==> config.mk <==
export PLATFORM = sky130hd
export DESIGN_NAME = two_track_position_code_reader_core
export DESIGN_NICKNAME = d
export VERILOG_FILES = /design/src/sv/tpcr_pkg.sv /design/src/sv/two_track_position_code_reader_core.sv /design/src/sv/tpcr_cfg_regs.sv /design/src/sv/tpcr_chan.sv
export SDC_FILE = /design/constraint.sdc
export NUM_CORES = 1
export LEC_CHECK = 0
export BUFFER_PORTS_ARGS = -buffer_cell sky130_fd_sc_hd__buf_2
export CAP_MARGIN = 20
export CORE_ASPECT_RATIO = 0.6
export CORE_MARGIN = 4
export CORE_UTILIZATION = 42
export DETAILED_ROUTE_END_ITERATION = 6
export SKIP_LAST_GASP = 1
export SLEW_MARGIN = 20
export SYNTH_ARGS = -nofsm -noshare
export SYNTH_HDL_FRONTEND = slang
export SYNTH_SLANG_ARGS = --single-unit
export TNS_END_PERCENT = 5
==> constraint.sdc <==
create_clock -name clk_i -period 17.2 [get_ports clk_i]
set_input_delay 4.3 -clock clk_i [delete_from_list [all_inputs] [get_ports clk_i]]
set_output_delay 4.3 -clock clk_i [all_outputs]
set_load 0.01 [all_outputs]
==> src/sv/tpcr_pkg.sv <==
// Package for the two-track position code reader.
// Holds widths, register indexes, shared structs and the ID extraction function.
// No dependencies.
package tpcr_pkg;

  // Code length and field widths.
  localparam int CODE_BITS  = 8;
  localparam int CNT_W      = $clog2(CODE_BITS + 1);
  localparam int SAMPLE_W   = 12;
  localparam int TIME_W     = 32;
  localparam int TIMEOUT_W  = 16;
  localparam int ID_W       = 8;
  localparam int CFG_DATA_W = 16;
  localparam int CFG_ADDR_W = 2;
  localparam int PAD_W      = (CODE_BITS > ID_W) ? CODE_BITS : ID_W;

  // Reset values of the configuration registers.
  localparam logic [SAMPLE_W-1:0]  WHITE_A_RST = SAMPLE_W'(1100);
  localparam logic [SAMPLE_W-1:0]  WHITE_B_RST = SAMPLE_W'(1750);
  localparam logic [SAMPLE_W-1:0]  LEAVE_RST   = SAMPLE_W'(3950);
  localparam logic [TIMEOUT_W-1:0] TIMEOUT_RST = TIMEOUT_W'(250);

  // Configuration register indexes.
  typedef enum logic [CFG_ADDR_W-1:0] {
    REG_WHITE_A = 2'd0,
    REG_WHITE_B = 2'd1,
    REG_LEAVE   = 2'd2,
    REG_TIMEOUT = 2'd3
  } cfg_reg_e;

  // Current configuration as seen by the datapath.
  typedef struct packed {
    logic [SAMPLE_W-1:0]  white_a;
    logic [SAMPLE_W-1:0]  white_b;
    logic [SAMPLE_W-1:0]  leave;
    logic [TIMEOUT_W-1:0] timeout;
  } cfg_t;

  // Bit store and fill count of one channel.
  typedef struct packed {
    logic [CODE_BITS-1:0] bits;
    logic [CNT_W-1:0]     count;
  } chan_t;

  // Status flags a channel hands to the rest of the step.
  typedef struct packed {
    logic complete;
    logic clear_both;
  } chan_stat_t;

  // Low ID_W bits of a code, zero-extended when the code is shorter.
  function automatic logic [ID_W-1:0] id_of(input logic [CODE_BITS-1:0] bits);
    logic [PAD_W-1:0] pad;
    pad = PAD_W'(bits);
    return pad[ID_W-1:0];
  endfunction

endpackage

==> src/sv/two_track_position_code_reader_core.sv <==
// Two-track position code reader, top level.
// Flow: an accepted beat is held in the input register and is loaded into the
// result register once the output is free; its result is then shown until it
// is taken. Throughput: one beat per cycle while the output is not stalled,
// set by the single state-update stage between the input register
// and the result register.
// Reset: asynchronous active low; it clears both channels, the last colours,
// the edge times and the valid flags, and loads the register reset values.
module two_track_position_code_reader_core
  import tpcr_pkg::*;
(
  input  logic                  clk_i,
  input  logic                  rst_ni,
  input  logic                  in_valid_i,
  output logic                  in_ready_o,
  input  logic [SAMPLE_W-1:0]   sample_a_i,
  input  logic [SAMPLE_W-1:0]   sample_b_i,
  input  logic [TIME_W-1:0]     time_ms_i,
  output logic                  out_valid_o,
  input  logic                  out_ready_i,
  output logic [ID_W-1:0]       position_id_o,
  input  logic                  cfg_we_i,
  input  logic [CFG_ADDR_W-1:0] cfg_addr_i,
  input  logic [CFG_DATA_W-1:0] cfg_wdata_i
);

  cfg_t cfg;

  logic                s1_valid_q;
  logic [SAMPLE_W-1:0] s1_sa_q;
  logic [SAMPLE_W-1:0] s1_sb_q;
  logic [TIME_W-1:0]   s1_time_q;
  logic                out_valid_q;
  logic [ID_W-1:0]     out_id_q;

  logic                last_a_q;
  logic                last_b_q;
  chan_t               chan_a_q;
  chan_t               chan_b_q;
  logic [TIME_W-1:0]   edge_a_q;
  logic [TIME_W-1:0]   edge_b_q;

  logic                advance;
  logic                col_a;
  logic                col_b;
  chan_t               chan_a_new;
  chan_t               chan_b_mid;
  chan_t               chan_b_new;
  chan_t               chan_a_d;
  logic [TIME_W-1:0]   edge_a_d;
  logic [TIME_W-1:0]   edge_b_d;
  chan_stat_t          stat_a;
  chan_stat_t          stat_b;
  logic [ID_W-1:0]     id_a;
  logic [ID_W-1:0]     id_b;
  logic [ID_W-1:0]     id_d;

  tpcr_cfg_regs u_cfg (
    .clk_i       (clk_i),
    .rst_ni      (rst_ni),
    .cfg_we_i    (cfg_we_i),
    .cfg_addr_i  (cfg_addr_i),
    .cfg_wdata_i (cfg_wdata_i),
    .cfg_o       (cfg)
  );

  // Handshake: the input register moves on when the result register is free.
  assign advance    = s1_valid_q && (!out_valid_q || out_ready_i);
  assign in_ready_o = !s1_valid_q || !out_valid_q || out_ready_i;

  // Threshold both samples to white (1) or black (0).
  assign col_a = s1_sa_q < cfg.white_a;
  assign col_b = s1_sb_q < cfg.white_b;

  // Channel A: data on track one, clocked by track two.
  tpcr_chan u_chan_a (
    .state_i     (chan_a_q),
    .edge_time_i (edge_a_q),
    .strobe_i    (col_b != last_b_q),
    .data_bit_i  (col_a),
    .leave_i     (s1_sa_q > cfg.leave),
    .now_i       (s1_time_q),
    .timeout_i   (cfg.timeout),
    .state_o     (chan_a_new),
    .edge_time_o (edge_a_d),
    .stat_o      (stat_a),
    .id_o        (id_a)
  );

  // Channel B sees its store as channel A left it.
  assign chan_b_mid = stat_a.clear_both ? '0 : chan_b_q;

  tpcr_chan u_chan_b (
    .state_i     (chan_b_mid),
    .edge_time_i (edge_b_q),
    .strobe_i    (col_a != last_a_q),
    .data_bit_i  (col_b),
    .leave_i     (s1_sb_q > cfg.leave),
    .now_i       (s1_time_q),
    .timeout_i   (cfg.timeout),
    .state_o     (chan_b_new),
    .edge_time_o (edge_b_d),
    .stat_o      (stat_b),
    .id_o        (id_b)
  );

  // A completion or leave on channel B also clears channel A; B's ID wins.
  assign chan_a_d = stat_b.clear_both ? '0 : chan_a_new;
  assign id_d     = stat_b.complete ? id_b : id_a;

  // Control and channel state.
  always_ff @(posedge clk_i or negedge rst_ni) begin
    if (!rst_ni) begin
      s1_valid_q  <= 1'b0;
      out_valid_q <= 1'b0;
      last_a_q    <= 1'b0;
      last_b_q    <= 1'b0;
      chan_a_q    <= '0;
      chan_b_q    <= '0;
      edge_a_q    <= '0;
      edge_b_q    <= '0;
    end else begin
      if (in_ready_o) begin
        s1_valid_q <= in_valid_i;
      end
      if (advance) begin
        out_valid_q <= 1'b1;
        last_a_q    <= col_a;
        last_b_q    <= col_b;
        chan_a_q    <= chan_a_d;
        chan_b_q    <= chan_b_new;
        edge_a_q    <= edge_a_d;
        edge_b_q    <= edge_b_d;
      end else if (out_ready_i) begin
        out_valid_q <= 1'b0;
      end
    end
  end

  // Payload registers.
  always_ff @(posedge clk_i) begin
    if (in_ready_o && in_valid_i) begin
      s1_sa_q   <= sample_a_i;
      s1_sb_q   <= sample_b_i;
      s1_time_q <= time_ms_i;
    end
    if (advance) begin
      out_id_q <= id_d;
    end
  end

  assign out_valid_o   = out_valid_q;
  assign position_id_o = out_id_q;

endmodule

==> src/sv/tpcr_cfg_regs.sv <==
// Configuration register file of the position code reader.
// Depends on tpcr_pkg for widths, indexes and the cfg_t struct.
module tpcr_cfg_regs
  import tpcr_pkg::*;
(
  input  logic                  clk_i,
  input  logic                  rst_ni,
  input  logic                  cfg_we_i,
  input  logic [CFG_ADDR_W-1:0] cfg_addr_i,
  input  logic [CFG_DATA_W-1:0] cfg_wdata_i,
  output cfg_t                  cfg_o
);

  cfg_t cfg_q;

  // Write the addressed register; values are cut to the register width.
  always_ff @(posedge clk_i or negedge rst_ni) begin
    if (!rst_ni) begin
      cfg_q.white_a <= WHITE_A_RST;
      cfg_q.white_b <= WHITE_B_RST;
      cfg_q.leave   <= LEAVE_RST;
      cfg_q.timeout <= TIMEOUT_RST;
    end else if (cfg_we_i) begin
      unique case (cfg_reg_e'(cfg_addr_i))
        REG_WHITE_A: cfg_q.white_a <= cfg_wdata_i[SAMPLE_W-1:0];
        REG_WHITE_B: cfg_q.white_b <= cfg_wdata_i[SAMPLE_W-1:0];
        REG_LEAVE:   cfg_q.leave   <= cfg_wdata_i[SAMPLE_W-1:0];
        REG_TIMEOUT: cfg_q.timeout <= cfg_wdata_i[TIMEOUT_W-1:0];
        default: ;
      endcase
    end
  end

  assign cfg_o = cfg_q;

endmodule

==> src/sv/tpcr_chan.sv <==
// Next-state logic of one reader channel: clock in a bit, detect a full code,
// apply the leave and timeout clears. Depends on tpcr_pkg.
module tpcr_chan
  import tpcr_pkg::*;
(
  input  chan_t                 state_i,
  input  logic [TIME_W-1:0]     edge_time_i,
  input  logic                  strobe_i,
  input  logic                  data_bit_i,
  input  logic                  leave_i,
  input  logic [TIME_W-1:0]     now_i,
  input  logic [TIMEOUT_W-1:0]  timeout_i,
  output chan_t                 state_o,
  output logic [TIME_W-1:0]     edge_time_o,
  output chan_stat_t            stat_o,
  output logic [ID_W-1:0]       id_o
);

  logic [CODE_BITS-1:0] bits_set;
  logic [CNT_W-1:0]     cnt_inc;
  logic [TIME_W-1:0]    age;
  logic                 complete;
  logic                 timed_out;

  // A clocking edge restarts the edge timer and stores the data bit.
  assign edge_time_o = strobe_i ? now_i : edge_time_i;
  assign bits_set    = state_i.bits | (CODE_BITS'(data_bit_i) << state_i.count);
  assign cnt_inc     = state_i.count + CNT_W'(1);
  assign complete    = strobe_i && (cnt_inc == CNT_W'(CODE_BITS));

  // Age of the last edge, modulo the time stamp width.
  assign age       = now_i - edge_time_o;
  assign timed_out = age > TIME_W'(timeout_i);

  assign stat_o.complete   = complete;
  assign stat_o.clear_both = complete || leave_i;

  // Any clear wins over the freshly clocked bit.
  always_comb begin
    if (complete || leave_i || timed_out) begin
      state_o = '0;
    end else if (strobe_i) begin
      state_o.bits  = bits_set;
      state_o.count = cnt_inc;
    end else begin
      state_o = state_i;
    end
  end

  assign id_o = complete ? id_of(bits_set) : '0;

endmodule

==> qor.yml <==
run_status:
  outcome: "finished, final reports clean"
yosys:
  ys_warn_count: 0
  syn-num-nets: 1765
  synth_async_sr_flop_share: 0.692
  synth.area.top_cells: "dfrtp_1, edfxtp_1, ha_1, dfstp_2, o21ai_0"
  synthFlopType: "dfrtp_1"
  avgSynthCellArea_um2: 9.41
  syn-cell-area_um2: 14500
  ys_seq_area_frac: 0.383
  synth_area_leader_cell: "dfrtp_1"
  synth-edff-count: 64
  synth.distinct_cells: 80
  synth_top_area_frac: 0.203
  ys_ff_latch: 208
  synthesis.instances: 1543
grt:
  grt_overflow_total: 0
  antenna_found_initial: 0
  grt_pass1_vias: 11300
  grtUsageTotal: 0.212
  grt_pass1_wl_um: 64000
  grt_max_degree: 91
sta:
  hold_viol: 0
  clock_skew_ps: 8.80
  min_period_over_period: 0.525
  slew_violations: 0
  min_period_ps: 9030
  fin_setup_tns_ps: 0
  rsz0062_at_grt: "no"
  worstMarginPinSlew_ps: 1160
  setup_viol: 0
  fin_ws_ps: 8170
  timing.hold.ws_ps: 477
  max_freq_mhz: 111
  slew_headroom: 0.224
clocking:
  cts_root_buf: "clkbuf_16"
  clk_path_buf_depth: 3
  clock_sinks: 208
  cts_resized: 0
  post_cts_buffers: 0
  h-tree-depth: 1
  cts_tree: "yes"
  clk_latency_ps: 530
  clk_pin_slew_ps: 50
  cts_made_buffers: 23
  ctsHoldBuffers: 0
worst_setup_path:
  start_kind: "input port"
  r2r_cells: 26
  required_ps: 12900
  worstReg2RegEnd: "chan_b_q[0]"
  worstSetupPathType: "input port to output port"
  cp.arrival_ps: 4730
  r2r_start: "u_cfg.cfg_o[42]"
  critPathCaptureType: "output port"
  regToRegSetupSlack_ps: 8990
  crit_path_max_fanout: 3
power_and_ir_drop:
  p_leak_nw: 7.18
  p_per_area_nw_per_um2: 164
  ir_drop_mv: 0.0918
  finalPower_mw: 2.66
placed_design:
  place_congestion: 0.930
  dp_hpwl_um: 30900
  post-place-ws_ps: 8160
  portBuffers: 88
routing:
  met1_length_um: 21900
  viasPerCell: 5.77
  routedWlPerCell_um: 19.4
  top_layer: "met4"
  wirelength_um: 40500
  drtIter0Drc: 952
  wl_met3_um: 2790
  dr.pass1.iters: 7
  postRouteAntennaNets: 0
  drcViolationCount: 0
  vias: 12100
  wl_met2_um: 15300
finish:
  fin_nets: 1835
  syn_to_final_growth_pct: 11.4
  diodes: 0
  drive_gt1_frac: 0.142
  post-route-util: 0.478
min_path:
  min_to: "edge_b_q[8]"
  hold_class: "flip-flop to flip-flop"
  hp-start: "edge_b_q[8]"
  hold_path_depth: 2
floorplan:
  initial_core_util: 0.429
  ios: 89
  core-area_um2: 33900
  rows: 52
  fp.dieH_um: 152
  die_area_um2: 37700
  die_w_um: 248
job:
  drv_cap: 0
[stage by stage]
stage          std cells  cell area [um^2]
6_report            2089             16200
3_5_place_dp        2047             15500
4_1_cts             2089             16200
3_3_place_gp        2047             15500
5_1_grt             2089             16200
2_1_floorplan       1543             14500
[where the power goes]
part | internal (mW) | switching, mW | leakage [nW]
Sequential | 0.617 | 0.0576 | 2.37
Clock | 0.275 | 0.212 | 0.364
Combinational | 0.578 | 0.921 | 4.44
[worst max-delay path, stage by stage]
cell      delay [ps]
buf_2            100
nand3b_1         170
buf_2            160
[final cells by class]
cell class	count	area (um^2)
Tap cell	459	574
Clock inverter	13	97.6
Fill cell	3223	17700
Timing Repair Buffer	98	522
Multi-Input combinational cell	1196	8490
Clock buffer	29	628
Sequential cell	208	5560
Inverter	86	323
[registers in the layout, summed over array words and instances, names as in the netlist]
register,flops
last_a_q,1
u_cfg.cfg_o,52
edge_b_q,32
edge_a_q,32
s1_sa_q,12
s1_sb_q,12
out_valid_o,1
chan_a_q,12
chan_b_q,12
position_id_o,8
s1_valid_q,1
s1_time_q,32
last_b_q,1
[placed cells by master, fill, tap and decap left out, drive strengths merged, types with 8 or more instances in the layout]
cell type  instances
a211o              9
a211oi            14
a21boi             8
a21o              34
a21oi            101
and2              20
and3              16
buf               98
clkbuf            29
clkinv             9
dfrtp            118
dfstp             26
edfxtp            64
ha               141
inv               89
mux2              52
mux2i             62
nand2            166
nand2b            23
nand3             31
nand4             31
nor2              81
nor2b             17
nor3              25
nor4              14
o211ai            11
o21a              19
o21ai            133
o21bai             8
o22ai             12
o31ai              9
or3               14
xnor2             23
xor2              14
[layer usage]
layer | track usage | vias up
li1 | - | 5850
met1 | 0.358 | 5815
met2 | 0.276 | 358
met3 | 0.0417 | 38
met4 | 0.0326 | 0
met5 | 0 | -
[logic make-up (layout without fill, tap and decap cells)]
| family | after synthesis | in the layout | share of synthesized area |
|---|---|---|---|
| AND/OR/NAND/NOR | 471 | 471 | 0.162 |
| buffers and inverters | 139 | 226 | 0.0361 |
| flip-flops | 208 | 208 | 0.383 |
| adder cells (fa/ha/maj) | 145 | 145 | 0.126 |
| AO/OA/AOI/OAI | 429 | 429 | 0.189 |
| multiplexers | 114 | 114 | 0.0830 |
| XOR/XNOR | 37 | 37 | 0.0223 |
[synthesized netlist by cell type, types with 14 or more instances]
| cell | n |
|---|---|
| nand2_1 | 166 |
| ha_1 | 141 |
| o21ai_0 | 132 |
| dfrtp_1 | 118 |
| a21oi_1 | 101 |
| inv_1 | 86 |
| nor2_1 | 81 |
| edfxtp_1 | 64 |
| mux2i_1 | 62 |
| mux2_2 | 52 |
| clkbuf_1 | 44 |
| a21o_1 | 34 |
| nand3_1 | 31 |
| nand4_1 | 30 |
| dfstp_2 | 26 |
| nor3_1 | 24 |
| nand2b_1 | 23 |
| xnor2_1 | 23 |
| and2_1 | 19 |
| o21a_1 | 19 |
| nor2b_1 | 17 |
| and3_1 | 15 |
| or3_1 | 14 |
| xor2_1 | 14 |
[worst max path at each step]
stage	start	depth (start not counted)	endpoint	slack (ps)
final	out_ready_i	3	in_ready_o	8170
after global routing	out_ready_i	3	in_ready_o	8130
after CTS	out_ready_i	3	in_ready_o	8160
after detailed placement	out_ready_i	3	in_ready_o	8160
after global placement	out_ready_i	3	in_ready_o	8170
after floorplan	out_ready_i	1	in_ready_o	8390
(Power assumes the default switching activity.)
